===== src/rtl/assert_macros.svh =====
// assertion helpers used by the engine
`ifndef ASSERT_MACROS_SVH
`define ASSERT_MACROS_SVH

// property that must hold at every clock edge outside reset
`define SRMQ_ASSERT(lbl, clk, rstn, prop, msg) \
  lbl: assert property (@(posedge clk) disable iff (!rstn) (prop)) else $error(msg);

// same-cycle implication outside reset
`define SRMQ_ASSERT_IMPL(lbl, clk, rstn, pre, post, msg) \
  lbl: assert property (@(posedge clk) disable iff (!rstn) (pre) |-> (post)) else $error(msg);

`endif


===== src/rtl/srmq_pkg.sv =====
`default_nettype none

package srmq_pkg;

  // table geometry
  localparam int unsigned DEPTH       = 1024;
  localparam int unsigned VALUE_WIDTH = 32;
  localparam int unsigned POS_W       = $clog2(DEPTH);
  localparam int unsigned CNT_W       = POS_W + 1;
  localparam int unsigned LEVELS      = POS_W + 1;
  localparam int unsigned LVL_W       = $clog2(LEVELS);
  localparam int unsigned ADDR_W      = LVL_W + POS_W;
  localparam int unsigned MEM_DEPTH   = LEVELS * DEPTH;

  // item kinds
  localparam logic KIND_LOAD  = 1'b0;
  localparam logic KIND_QUERY = 1'b1;

  typedef enum logic [2:0] {
    ST_IDLE,
    ST_LOAD0,
    ST_LOAD_LVL,
    ST_QUERY0,
    ST_QUERY1,
    ST_QUERY2
  } state_e;

  typedef struct packed {
    logic                   kind;
    logic [VALUE_WIDTH-1:0] value;
    logic [POS_W-1:0]       left;
    logic [POS_W-1:0]       right;
  } item_t;

  typedef struct packed {
    logic                   valid;
    logic [VALUE_WIDTH-1:0] minimum;
    logic                   error;
  } res_t;

  typedef struct packed {
    logic                   we;
    logic [ADDR_W-1:0]      waddr;
    logic [VALUE_WIDTH-1:0] wdata;
    logic                   re;
    logic [ADDR_W-1:0]      raddr;
  } mem_req_t;

  // signed minimum of two values
  function automatic logic [VALUE_WIDTH-1:0] smin(input logic [VALUE_WIDTH-1:0] a,
                                                  input logic [VALUE_WIDTH-1:0] b);
    return ($signed(a) <= $signed(b)) ? a : b;
  endfunction

  // position of the highest set bit, zero for zero
  function automatic logic [LVL_W-1:0] floor_log2(input logic [CNT_W-1:0] x);
    logic [LVL_W-1:0] r;
    r = '0;
    for (int i = 0; i < CNT_W; i++) begin
      if (x[i]) begin
        r = LVL_W'(i);
      end
    end
    return r;
  endfunction

endpackage

`default_nettype wire


===== src/rtl/srmq_engine.sv =====
`default_nettype none
`include "assert_macros.svh"

module srmq_engine (
  input  wire logic                               clk_i,
  input  wire logic                               rst_ni,
  input  wire logic                               start_i,
  input  wire srmq_pkg::item_t                    item_i,
  output logic                                    ready_o,
  input  wire logic                               slot_free_i,
  output srmq_pkg::res_t                          res_o,
  output srmq_pkg::mem_req_t                      mem_o,
  input  wire logic [srmq_pkg::VALUE_WIDTH-1:0]   rdata_i
);

  srmq_pkg::state_e                     state_q, state_d;
  srmq_pkg::item_t                      item_q, item_d;
  logic [srmq_pkg::CNT_W-1:0]           count_q, count_d;
  logic [srmq_pkg::LVL_W-1:0]           lvl_q, lvl_d;
  logic [srmq_pkg::VALUE_WIDTH-1:0]     cur_q, cur_d;
  logic [srmq_pkg::VALUE_WIDTH-1:0]     a_q, a_d;
  logic [srmq_pkg::POS_W-1:0]           k_q, k_d;

  // load addressing: spans ending at the new position
  logic [srmq_pkg::CNT_W:0]             pp1;
  logic [srmq_pkg::CNT_W:0]             span_cur;
  logic [srmq_pkg::CNT_W:0]             span_nxt;
  logic [srmq_pkg::POS_W-1:0]           idx_cur;
  logic [srmq_pkg::POS_W-1:0]           idx_nxt;
  logic                                 more;
  logic [srmq_pkg::VALUE_WIDTH-1:0]     min_v;

  // query decode
  logic                                 q_err;
  logic [srmq_pkg::CNT_W-1:0]           q_len;
  logic [srmq_pkg::LVL_W-1:0]           q_lvl;
  logic [srmq_pkg::CNT_W-1:0]           q_span;
  logic [srmq_pkg::POS_W-1:0]           q_k;
  logic                                 full;

  assign full     = (count_q == srmq_pkg::CNT_W'(srmq_pkg::DEPTH));
  assign pp1      = (srmq_pkg::CNT_W + 1)'(count_q) + 1'b1;
  assign span_cur = (srmq_pkg::CNT_W + 1)'(1) << lvl_q;
  assign span_nxt = span_cur << 1;
  assign idx_cur  = srmq_pkg::POS_W'(pp1 - span_cur);
  assign idx_nxt  = srmq_pkg::POS_W'(pp1 - span_nxt);
  assign more     = (lvl_q != srmq_pkg::LVL_W'(srmq_pkg::LEVELS - 1)) && (span_nxt <= pp1);
  assign min_v    = srmq_pkg::smin(rdata_i, cur_q);

  assign q_err  = (item_q.left > item_q.right) ||
                  (srmq_pkg::CNT_W'(item_q.right) >= count_q);
  assign q_len  = srmq_pkg::CNT_W'(item_q.right) - srmq_pkg::CNT_W'(item_q.left) + 1'b1;
  assign q_lvl  = srmq_pkg::floor_log2(q_len);
  assign q_span = srmq_pkg::CNT_W'(1) << q_lvl;
  assign q_k    = srmq_pkg::POS_W'(srmq_pkg::CNT_W'(item_q.right) + 1'b1 - q_span);

  assign ready_o = (state_q == srmq_pkg::ST_IDLE);

  // next state
  always_comb begin
    state_d = state_q;
    case (state_q)
      srmq_pkg::ST_IDLE: begin
        if (start_i) begin
          if (item_i.kind == srmq_pkg::KIND_QUERY) begin
            state_d = srmq_pkg::ST_QUERY0;
          end else if (!full) begin
            state_d = srmq_pkg::ST_LOAD0;
          end
        end
      end
      srmq_pkg::ST_LOAD0, srmq_pkg::ST_LOAD_LVL: begin
        state_d = more ? srmq_pkg::ST_LOAD_LVL : srmq_pkg::ST_IDLE;
      end
      srmq_pkg::ST_QUERY0: begin
        if (!q_err) begin
          state_d = srmq_pkg::ST_QUERY1;
        end else if (slot_free_i) begin
          state_d = srmq_pkg::ST_IDLE;
        end
      end
      srmq_pkg::ST_QUERY1: begin
        state_d = srmq_pkg::ST_QUERY2;
      end
      srmq_pkg::ST_QUERY2: begin
        if (slot_free_i) begin
          state_d = srmq_pkg::ST_IDLE;
        end
      end
      default: begin
        state_d = srmq_pkg::ST_IDLE;
      end
    endcase
  end

  // datapath and memory requests
  always_comb begin
    item_d  = item_q;
    count_d = count_q;
    lvl_d   = lvl_q;
    cur_d   = cur_q;
    a_d     = a_q;
    k_d     = k_q;
    mem_o   = '0;
    res_o   = '0;
    case (state_q)
      srmq_pkg::ST_IDLE: begin
        if (start_i) begin
          item_d = item_i;
          lvl_d  = '0;
        end
      end
      // level zero takes the value itself
      srmq_pkg::ST_LOAD0: begin
        mem_o.we    = 1'b1;
        mem_o.waddr = {srmq_pkg::LVL_W'(0), count_q[srmq_pkg::POS_W-1:0]};
        mem_o.wdata = item_q.value;
        cur_d       = item_q.value;
        if (more) begin
          mem_o.re    = 1'b1;
          mem_o.raddr = {lvl_q, idx_nxt};
          lvl_d       = lvl_q + 1'b1;
        end else begin
          count_d = count_q + 1'b1;
        end
      end
      // merge older half span with the running minimum
      srmq_pkg::ST_LOAD_LVL: begin
        mem_o.we    = 1'b1;
        mem_o.waddr = {lvl_q, idx_cur};
        mem_o.wdata = min_v;
        cur_d       = min_v;
        if (more) begin
          mem_o.re    = 1'b1;
          mem_o.raddr = {lvl_q, idx_nxt};
          lvl_d       = lvl_q + 1'b1;
        end else begin
          count_d = count_q + 1'b1;
        end
      end
      srmq_pkg::ST_QUERY0: begin
        if (q_err) begin
          res_o.valid   = slot_free_i;
          res_o.minimum = '0;
          res_o.error   = 1'b1;
        end else begin
          mem_o.re    = 1'b1;
          mem_o.raddr = {q_lvl, item_q.left};
          lvl_d       = q_lvl;
          k_d         = q_k;
        end
      end
      srmq_pkg::ST_QUERY1: begin
        mem_o.re    = 1'b1;
        mem_o.raddr = {lvl_q, k_q};
        a_d         = rdata_i;
      end
      srmq_pkg::ST_QUERY2: begin
        res_o.valid   = slot_free_i;
        res_o.minimum = srmq_pkg::smin(a_q, rdata_i);
        res_o.error   = 1'b0;
      end
      default: begin
      end
    endcase
  end

  // control state
  always_ff @(posedge clk_i or negedge rst_ni) begin
    if (!rst_ni) begin
      state_q <= srmq_pkg::ST_IDLE;
      count_q <= '0;
    end else begin
      state_q <= state_d;
      count_q <= count_d;
    end
  end

  // payload registers
  always_ff @(posedge clk_i) begin
    item_q <= item_d;
    lvl_q  <= lvl_d;
    cur_q  <= cur_d;
    a_q    <= a_d;
    k_q    <= k_d;
  end

  `SRMQ_ASSERT(a_count_bound, clk_i, rst_ni, count_q <= srmq_pkg::CNT_W'(srmq_pkg::DEPTH), "loaded count past depth")
  `SRMQ_ASSERT_IMPL(a_no_rw_clash, clk_i, rst_ni, mem_o.we && mem_o.re, mem_o.waddr != mem_o.raddr, "read and write hit one entry")
  `SRMQ_ASSERT_IMPL(a_lvl_range, clk_i, rst_ni, state_q == srmq_pkg::ST_LOAD_LVL, (lvl_q != '0) && (lvl_q < srmq_pkg::LVL_W'(srmq_pkg::LEVELS)), "load level out of range")
  `SRMQ_ASSERT_IMPL(a_load_done, clk_i, rst_ni, $past(state_q) == srmq_pkg::ST_LOAD_LVL && state_q == srmq_pkg::ST_IDLE, count_q == $past(count_q) + 1'b1, "load finished without count step")

endmodule

`default_nettype wire


===== config.mk =====
export PLATFORM = sky130hd
export DESIGN_NAME = srmq_engine
export DESIGN_NICKNAME = d
export VERILOG_FILES = /design/src/rtl/srmq_pkg.sv /design/src/rtl/srmq_engine.sv
export VERILOG_INCLUDE_DIRS = /design/src /design/src/rtl
export SDC_FILE = /design/constraint.sdc
export NUM_CORES = 1
export LEC_CHECK = 0
export ABC_CLOCK_PERIOD_IN_PS = 8200
export CAP_MARGIN = 20
export CORE_AREA = 2 2 304 156
export CTS_BUF_LIST = sky130_fd_sc_hd__clkbuf_16
export DETAILED_ROUTE_END_ITERATION = 7
export DIE_AREA = 0 0 306 158
export DONT_BUFFER_PORTS = 1
export GPL_TIMING_DRIVEN = 0
export HOLD_SLACK_MARGIN = 0.12
export MAX_ROUTING_LAYER = met4
export SLEW_MARGIN = 0
export SYNTH_ARGS = -nofsm -noshare
export SYNTH_HDL_FRONTEND = slang
export SYNTH_SLANG_ARGS = --single-unit

===== constraint.sdc =====
create_clock -name clk_i -period 8.2 [get_ports clk_i]
set_clock_uncertainty 0.1 [all_clocks]
set_input_delay 0.82 -clock clk_i [delete_from_list [all_inputs] [get_ports clk_i]]
set_output_delay 0.82 -clock clk_i [all_outputs]
set_load 0.1 [all_outputs]

==> summary.txt, run 1 <==
Setup path
  • R2r startpoint: item_q[2]
  • Crit path required time: 7280 ps
  • WS Path Type: reg2out
  • CP endpoint kind: primary output
  • Setup slack, reg-to-reg: 1640 ps
  • Maximum fanout along the worst path: 10
  • Worst Setup SP: count_q[0]
  • R2R depth: 22
  • FF-to-FF End: k_q[9]
  • CP Launch Type: register
  • Crit path DAT: 5870 ps
  • CP Capture Point: mem_o[0]

Timing
  • Setup TNS: 0 ps
  • Unrepaired setup endpoints after global routing: no
  • Rel. slew slack: 0.181
  • Max Fclk: 0.147 GHz
  • Hold Vio Cnt, Final: 0
  • Minimum clock period: 6790 ps
  • Final worst-path cycle share: 0.828
  • Setup-failing EPs final: 0
  • Measured slew at the worst slew-check pin: 1220 ps
  • Max Slew Vio Count: 0

Place
  • Hpwl dp: 32500 µm
  • IO buf count: 0
  • GPL Wtd Cong: 0.945
  • Cell Area, Placed: 0.0131 mm²

Synth
  • Top_reg_cell synth: edfxtp_1
  • FF+latch count, synth: 144
  • EDFF count, synth: 130
  • Sequential-to-total area share from yosys stat: 0.378
  • Top cells by area, synth: edfxtp_1, ha_1, o21ai_1, inv_1, nand2_1
  • Synth unique cells: 71
  • Ys Warns: 0
  • Fraction of registers with async set/reset: 0.0972
  • Post-synthesis net count: 1454
  • Mapped Avg Cell Area: 9.33 µm²
  • Post-synthesis cell count: 1206
  • Netlist Area Pre-Place: 0.0113 mm²
  • Synth area leader: edfxtp_1
  • Top cell type's share of synthesized area: 0.347

Job
  • Max Cap Viol: 0

Detailed routing
  • Drt via density: 4.96
  • DRT iter0 DRCs: 946
  • DRC violations left: 0
  • WL per Instance: 21.2 µm
  • DR vias: 9343
  • WL final: 39900 µm
  • Drt pass-1 iters: 5
  • Final ANT Viol Nets: 0

CTS
  • Clock transition at path regs: 70 ps
  • Worst-skew pair later-pin latency: 440 ps
  • CTS Buffer Depth: 2
  • # clock sinks: 144
  • H-tree levels: 4
  • CTS resizes: 0
  • CTS tree: yes
  • Root Driver: clkbuf_16
  • CTS Buf Count: 17

Layout
  • Design Area, Final: 0.0137 mm²
  • Area Growth Syn to Fin: 21.8%
  • Most common library cell in the layout ignoring fill and taps: ha_1
  • Commonest cells after routing, fill and taps aside: ha_1, inv_1, edfxtp_1
  • Share of post-route cells with drive strength above 1: 0.125
  • Nets: 1503

Die
  • Core footprint: 0.0459 mm²
  • Initial Util: 0.245
  • Die Ht: 158 µm
  • Site Rows: 56
  • Die area: 0.0483 mm²
  • Die W: 306 µm
  • Io pins: 186

Global route
  • Initial antenna violation count: 10
  • Grt total ovfl: 0
  • Tot GR Track Use: 0.169
  • First-pass GRT wire length: 57900 µm
  • Vias in the first global route: 8700
  • Largest net degree at the start of global routing: 53

Status
  • Status: completed

Worst hold path
  • Min-delay worst type: in2reg
  • HP Start: item_i[16]
==> routing by layer <==
metal | track usage | wire [µm] | vias to the layer above
met2 | 0.218 | 15400 | 319
met1 | 0.250 | 20500 | 4537
met4 | 0.0305 | 484 | 0
met5 | - | 0 | -
li1 | - | - | 4458
met3 | 0.0557 | 3520 | 29
==> synthesized netlist by cell type, types with 6 or more instances <==
cell type / number
a21boi_1: 35
a21oi_1: 47
nand2b_1: 11
and3_1: 9
buf_2: 8
edfxtp_1: 130
a22o_1: 6
a221o_1: 11
o21ai_1: 109
ha_1: 155
a211oi_1: 7
nor2b_1: 13
clkbuf_1: 30
o211ai_1: 6
o21ai_0: 31
nand2_1: 120
dfrtp_1: 14
xor2_1: 10
o21bai_1: 6
nand3_1: 57
nand4_1: 10
xnor2_1: 34
nor2_1: 56
mux2i_1: 33
nor3_1: 20
a21o_1: 14
inv_1: 134
==> cell families (layout without fill, tap and decap cells) <==
logic type | after synthesis | in the layout | share of synthesized area
buffers and inverters | 179 | 240 | 0.0626
muxes | 35 | 35 | 0.0316
DFF | 144 | 144 | 0.378
xor gates and xnor gates | 44 | 44 | 0.0342
AOI/OAI and AO/OA | 313 | 313 | 0.173
and+or+nand+nor | 332 | 332 | 0.141
adders and majority gates | 159 | 159 | 0.179
other | 0 | 8 | 0
==> repair_timing <==
| item | CTS | global route |
|---|---|---|
| buffers inserted | 0 | 0 |
| hold buffers | 1 | 0 |
| endpoints found under the hold margin | 14 | 0 |
==> state kept, by name, indices dropped and copies added (netlist names) <==
register,cells
cur_q,32
k_q,10
lvl_q,4
a_q,32
state_q,3
item_q,52
count_q,11
==> stage by stage <==
step	utilization	hold WS, ps	setup WS (ps)	std cells
6_report	0.299	366	1410	1884
3_5_place_dp	0.284	427	1960	1843
2_1_floorplan	-	386	2980	1206
4_1_cts	0.298	328	1560	1875
3_3_place_gp	0.262	427	1900	1815
5_1_grt	0.299	328	1140	1883
==> how the worst min path moves through the flow <==
stage / end / slack (ps) / depth (start not counted)
finish: item_q[16] / 370 / 0
global route: item_q[36] / 330 / 0
CTS: item_q[16] / 330 / 0
detailed placement: state_q[0] / 430 / 0
global placement: state_q[2] / 430 / 0
floorplan: count_q[8] / 390 / 1
==> layout make-up <==
cell class | instances | area [µm²]
Antenna cell | 8 | 20.0
Timing Repair Buffer | 30 | 768
Fill cell | 4727 | 32200
Clock buffer | 17 | 425
Buffer | 42 | 191
Inverter | 137 | 515
Clock inverter | 14 | 175
Multi-Input combinational cell | 883 | 6600
Tap cell | 609 | 762
Sequential cell | 144 | 4250
==> critical path, stage by stage, from the launching register on <==
cell	delay (ps)
dfrtp_1	570
ha_1	270
nand3_1	250
nor4_1	590
xnor2_1	290
ha_1	420
nand3_1	140
o22ai_1	120
o211ai_1	230
nand3_1	120
a21oi_1	660
nand2_1	210
clkbuf_1	340
nor4b_1	380
a221o_1	820
Power of run 1 is not shown: default switching activity piles up to over one toggle a cycle in this logic, so the estimate is an artifact.
==> run 2: changes to the inputs <==
--- a/config.mk
+++ b/config.mk
@@ -6,7 +6,7 @@
 export SDC_FILE = /design/constraint.sdc
 export NUM_CORES = 1
 export LEC_CHECK = 0
-export ABC_CLOCK_PERIOD_IN_PS = 8200
+export ABC_CLOCK_PERIOD_IN_PS = 5500
 export CAP_MARGIN = 20
 export CORE_AREA = 2 2 304 156
 export CTS_BUF_LIST = sky130_fd_sc_hd__clkbuf_16
==> constraint.sdc (replaced) <==
create_clock -name clk_i -period 5.5 [get_ports clk_i]
set_clock_uncertainty 0.1 [all_clocks]
set_input_delay 0.55 -clock clk_i [delete_from_list [all_inputs] [get_ports clk_i]]
set_output_delay 0.55 -clock clk_i [all_outputs]
set_load 0.1 [all_outputs]
==> summary.txt, run 2 (same netlist as run 1, synthesis figures left out) <==
Layout
  • Largest register FFs: 52
  • Most common library cell in the layout ignoring fill and taps: ha_1
  • Design Area, Final: 0.0150 mm²
  • Layout fillers: 4638
  • Top Registers: item_q: 52 flops, a_q: 32 flops, cur_q: 32 flops
  • Commonest cells after routing, fill and taps aside: ha_1, inv_1, edfxtp_1
  • Multi-input gate area: 0.00692 mm²
  • Share of post-route cells with drive strength above 1: 0.157
  • Area Growth Syn to Fin: 33.1%
  • Largest Register: item_q
  • Nets: 1603
  • Final Util: 0.326
  • FF+latch area: 0.00426 mm²

Place
  • GPL Wtd Cong: 0.945
  • Pre-CTS WS: -740 ps
  • IO buf count: 0
  • Hpwl dp: 32500 µm
  • Cell Area, Placed: 0.0131 mm²

Setup path
  • Crit path required time: 5580 ps
  • Worst path bufs/invs: 3
  • Maximum fanout along the worst path: 4
  • WS Path Type: reg2reg
  • Delay-heaviest family, CP: adder cells
  • Cell Chain, Critical Path: inv_1 > ha_1 > inv_1 > ha_1 > fa_2 > a211oi_4 > o21ai_2 > a21oi_2 > o32ai_1 > a22oi_2 > nor2_1 > and3_1 > and3b_1 > ha_1 > inv_1 > ha_1 > fa_2 > a21oi_2 > nor2_1 > nor2_2 > o21ai_2 > o41ai_2 > xnor2_1 > xnor2_1
  • CP max stage cell: edfxtp_1
  • Most Frequent Cell on Critical Path: ha_1
  • CP endpoint kind: register
  • Crit-path max cell delay: 420 ps
  • CP Launch Type: register
  • Crit path DAT: 5620 ps

Timing
  • Rel. slew slack: 0.198
  • Max Slew Vio Count: 0
  • Final worst slack: -37.7 ps
  • Max Fclk: 0.181 GHz
  • Unrepaired setup endpoints after global routing: yes
  • Measured slew at the worst slew-check pin: 1200 ps
  • Setup TNS: -37.7 ps
  • Hold Vio Cnt, Final: 0
  • Final worst-path cycle share: 1.01
  • Minimum clock period: 5540 ps
  • Setup-failing EPs final: 1

Detailed routing
  • Drt via density: 4.95
  • DRC violations left: 0
  • Met3 wire length: 3960 µm
  • DR vias: 9797
  • WL per Instance: 21.2 µm
  • Drt pass-1 iters: 5
  • DRT iter0 DRCs: 1082
  • Final ANT Viol Nets: 0
  • WL final: 42000 µm
  • Top Metal Used: met4
  • Wire length on met1: 21000 µm
  • Met2 wire length: 16500 µm

CTS
  • CTS tree: yes
  • Clock transition at path regs: 60 ps
  • CTS Buffer Depth: 2
  • CTS Buf Count: 17
  • H-tree levels: 4
  • Worst-skew pair later-pin latency: 440 ps
  • # clock sinks: 144
  • Root Driver: clkbuf_16

Global route
  • First-pass GRT wire length: 60500 µm
  • Grt total ovfl: 0
  • Vias in the first global route: 9205
  • Tot GR Track Use: 0.176
  • Initial antenna violation count: 4
  • Largest net degree at the start of global routing: 53

Die
  • Core footprint: 0.0459 mm²
  • Io pins: 186
  • Die W: 306 µm
  • Die Ht: 158 µm
  • Site Rows: 56
  • Die area: 0.0483 mm²
  • Initial Util: 0.245

Status
  • Failing checks: setup timing
  • Status: complete, but fails checks

Worst hold path
  • Min-delay worst type: in2reg

Job
  • Max Cap Viol: 0
==> run 2: changes by cell type in the layout (fill, tap and decap cells not counted), moves of 3 or more <==
cell,change
a21boi_2,-20
a21boi_4,+20
a21oi_1,-6
a21oi_2,+5
a221o_1,-10
a221o_2,+10
buf_4,+15
diode_2,-6
dlygate4sd3_1,+84
o21ai_1,-3
o21ai_2,+4
==> run 2: what timing repair did <==
| action | CTS | global route |
|---|---|---|
| setup endpoints to repair | 19 | 38 |
| setup buffers | 8 | 7 |
| hold endpoints to repair | 98 | 0 |
| pin swaps | 6 | 4 |
| gates cloned | 0 | 0 |
| gates resized for setup | 31 | 37 |
| hold buffers | 85 | 0 |
==> run 2: path summary, 6_finish.rpt <==
check	from	endpoint	slack (ps)	cells after the start
max	item_q[1]	k_q[9]	-40	24
min	slot_free_i	state_q[1]	220	3
max reg2reg	item_q[1]	k_q[9]	-40	24
min reg2reg	count_q[8]	count_q[8]	460	1
max in group asynchronous	rst_ni	count_q[0]	4290	1
min in group asynchronous	rst_ni	count_q[7]	510	1
==> run 2: worst reg2reg max path, delay by kind of cell, from the launching register on <==
family / cells / cell delay [ps]
compound gates: 8 / 1640
buf+inv: 3 / 220
flops: 1 / 420
simple gates: 5 / 750
fa+ha+maj: 6 / 1840
xor+xnor: 2 / 300
==> run 2: layout make-up <==
type	count	area share
Clock buffer	17	0.0284
Sequential cell	144	0.284
Clock inverter	14	0.0117
Buffer	42	0.0129
Inverter	137	0.0344
Antenna cell	2	0.000334
Tap cell	609	0.0509
Timing Repair Buffer	130	0.115
Multi-Input combinational cell	883	0.462
==> run 2: routing by layer <==
metal,vias to the layer above,GRT usage
met1,4758,0.260
li1,4644,-
met2,369,0.230
met4,0,0.0307
met3,26,0.0549
met5,-,-
==> run 2: stage by stage <==
step                      hold slack (ps)  cells
final                                 219   1978
after global routing                  194   1978
after CTS                             182   1967
after detailed placement              157   1843
after global placement                157   1815
after floorplan                       154   1206
Power of run 2 is left out for the same reason.
==> run 3: changes to the inputs <==
--- a/config.mk
+++ b/config.mk
@@ -8,10 +8,10 @@
 export LEC_CHECK = 0
 export ABC_CLOCK_PERIOD_IN_PS = 5500
 export CAP_MARGIN = 20
-export CORE_AREA = 2 2 304 156
+export CORE_AREA = 2 2 241 124
 export CTS_BUF_LIST = sky130_fd_sc_hd__clkbuf_16
 export DETAILED_ROUTE_END_ITERATION = 7
-export DIE_AREA = 0 0 306 158
+export DIE_AREA = 0 0 243 126
 export DONT_BUFFER_PORTS = 1
 export GPL_TIMING_DRIVEN = 0
 export HOLD_SLACK_MARGIN = 0.12
==> summary.txt, run 3 (same netlist as run 1, synthesis figures left out) <==
Layout
  • Share of post-route cells with drive strength above 1: 0.170
  • Commonest cells after routing, fill and taps aside: ha_1, inv_1, edfxtp_1
  • Nets: 1604
  • Most common library cell in the layout ignoring fill and taps: ha_1
  • Final Util: 0.508
  • Largest register FFs: 52
  • Design Area, Final: 0.0145 mm²
  • Area Growth Syn to Fin: 28.7%
  • Largest Register: item_q
  • Layout fillers: 2604
  • Top Registers: item_q: 52 flops, a_q: 32 flops, cur_q: 32 flops
  • Fin cells: 1762

Place
  • Placed cells: 1614
  • GPL Wtd Cong: 0.974
  • Hpwl dp: 29200 µm
  • Cell Area, Placed: 0.0124 mm²
  • IO buf count: 0

Setup path
  • CP max stage cell: fa_2
  • Cell Chain, Critical Path: inv_1 > ha_4 > inv_1 > ha_4 > fa_2 > a211oi_4 > o21ai_2 > buf_4 > a22oi_2 > a221oi_2 > o21ai_2 > nor2b_2 > and3b_1 > ha_1 > inv_1 > ha_2 > fa_2 > a21oi_2 > nor2_1 > nor2_2 > o21ai_2 > o41ai_2 > xnor2_1 > xnor2_1
  • Delay-heaviest family, CP: compound AO/OA/AOI/OAI gates
  • CP endpoint kind: register
  • Crit-path max cell delay: 400 ps
  • WS Path Type: reg2reg
  • Maximum fanout along the worst path: 7
  • CP Launch Type: register
  • Worst path bufs/invs: 4
  • Crit path DAT: 5470 ps
  • Crit path required time: 5590 ps

Detailed routing
  • Drt pass-1 iters: 6
  • Drt via density: 5.59
  • DR vias: 9858
  • DRT iter0 DRCs: 1181
  • WL final: 38500 µm
  • DRC violations left: 0
  • WL per Instance: 21.8 µm
  • Final ANT Viol Nets: 0

Global route
  • Tot GR Track Use: 0.255
  • Vias in the first global route: 9166
  • Initial antenna violation count: 2
  • First-pass GRT wire length: 57200 µm
  • Grt total ovfl: 0
  • Largest net degree at the start of global routing: 33

Timing
  • Rel. slew slack: 0.200
  • Worst hold slack: 221 ps
  • Minimum clock period: 5370 ps
  • Hold Vio Cnt, Final: 0
  • Final worst-path cycle share: 0.977
  • Max Slew Vio Count: 0
  • Measured slew at the worst slew-check pin: 1190 ps
  • Setup-failing EPs final: 0
  • Max Fclk: 0.186 GHz

Die
  • Die W: 243 µm
  • Die Ht: 126 µm
  • Die area: 0.0306 mm²
  • Core footprint: 0.0285 mm²
  • Initial Util: 0.395
  • Site Rows: 44
  • Io pins: 186

Status
  • Status: completed

CTS
  • Worst-skew pair later-pin latency: 450 ps
  • CTS tree: yes
  • H-tree levels: 4
  • Root Driver: clkbuf_16
  • CTS Buf Count: 17
  • Clock transition at path regs: 60 ps
  • CTS Buffer Depth: 2
  • # clock sinks: 144

Job
  • Max Cap Viol: 0

Worst hold path
  • Min-delay worst type: in2reg
==> run 3: worst paths after layout <==
path	from	end	slack, ps	depth (start not counted)
hold reg to reg	count_q[8]	count_q[8]	440	1
hold / removal	slot_free_i	state_q[2]	220	2
setup / recovery	item_q[1]	k_q[9]	130	24
min in group asynchronous	rst_ni	state_q[1]	500	1
setup reg to reg	item_q[1]	k_q[9]	130	24
max in group asynchronous	rst_ni	count_q[0]	4290	1
==> run 3: final cells by class <==
cell class,count,area [µm²],area share
antenna,2,5.00,0.000345
buffer,42,193,0.0133
clock buffer,17,425,0.0294
clock inverter,15,134,0.00924
inverter,137,515,0.0356
multi-input combinational,883,6980,0.482
sequential,144,4260,0.294
tap,391,489,0.0338
timing repair buffer,131,1490,0.103
==> run 3: what timing repair did <==
action / 4_1_cts / 5_1_grt
endpoints found under the hold margin: 98 / 0
resized for setup: 31 / 48
hold buffers: 85 / 0
endpoints found under the setup margin: 20 / 25
setup buffers: 14 / 12
pin swaps: 7 / 17
==> run 3: per-stage QoR <==
step / setup TNS, ps / setup WS, ps
CTS: 0 / 4.61
finish: 0 / 129
global placement: -20420 / -726
global route: -96.3 / -47.6
detailed placement: -2480 / -744
floorplan: 0 / 421
==> run 3: layer usage <==
layer  global-route usage  vias up  part of all wire
met5                    -        -                 0
met4               0.0484        0            0.0080
met3               0.0693       24             0.098
met2                0.314      387              0.38
met1                0.403     4801              0.51
li1                     -     4646                 -
Power of run 3 is left out for the same reason.
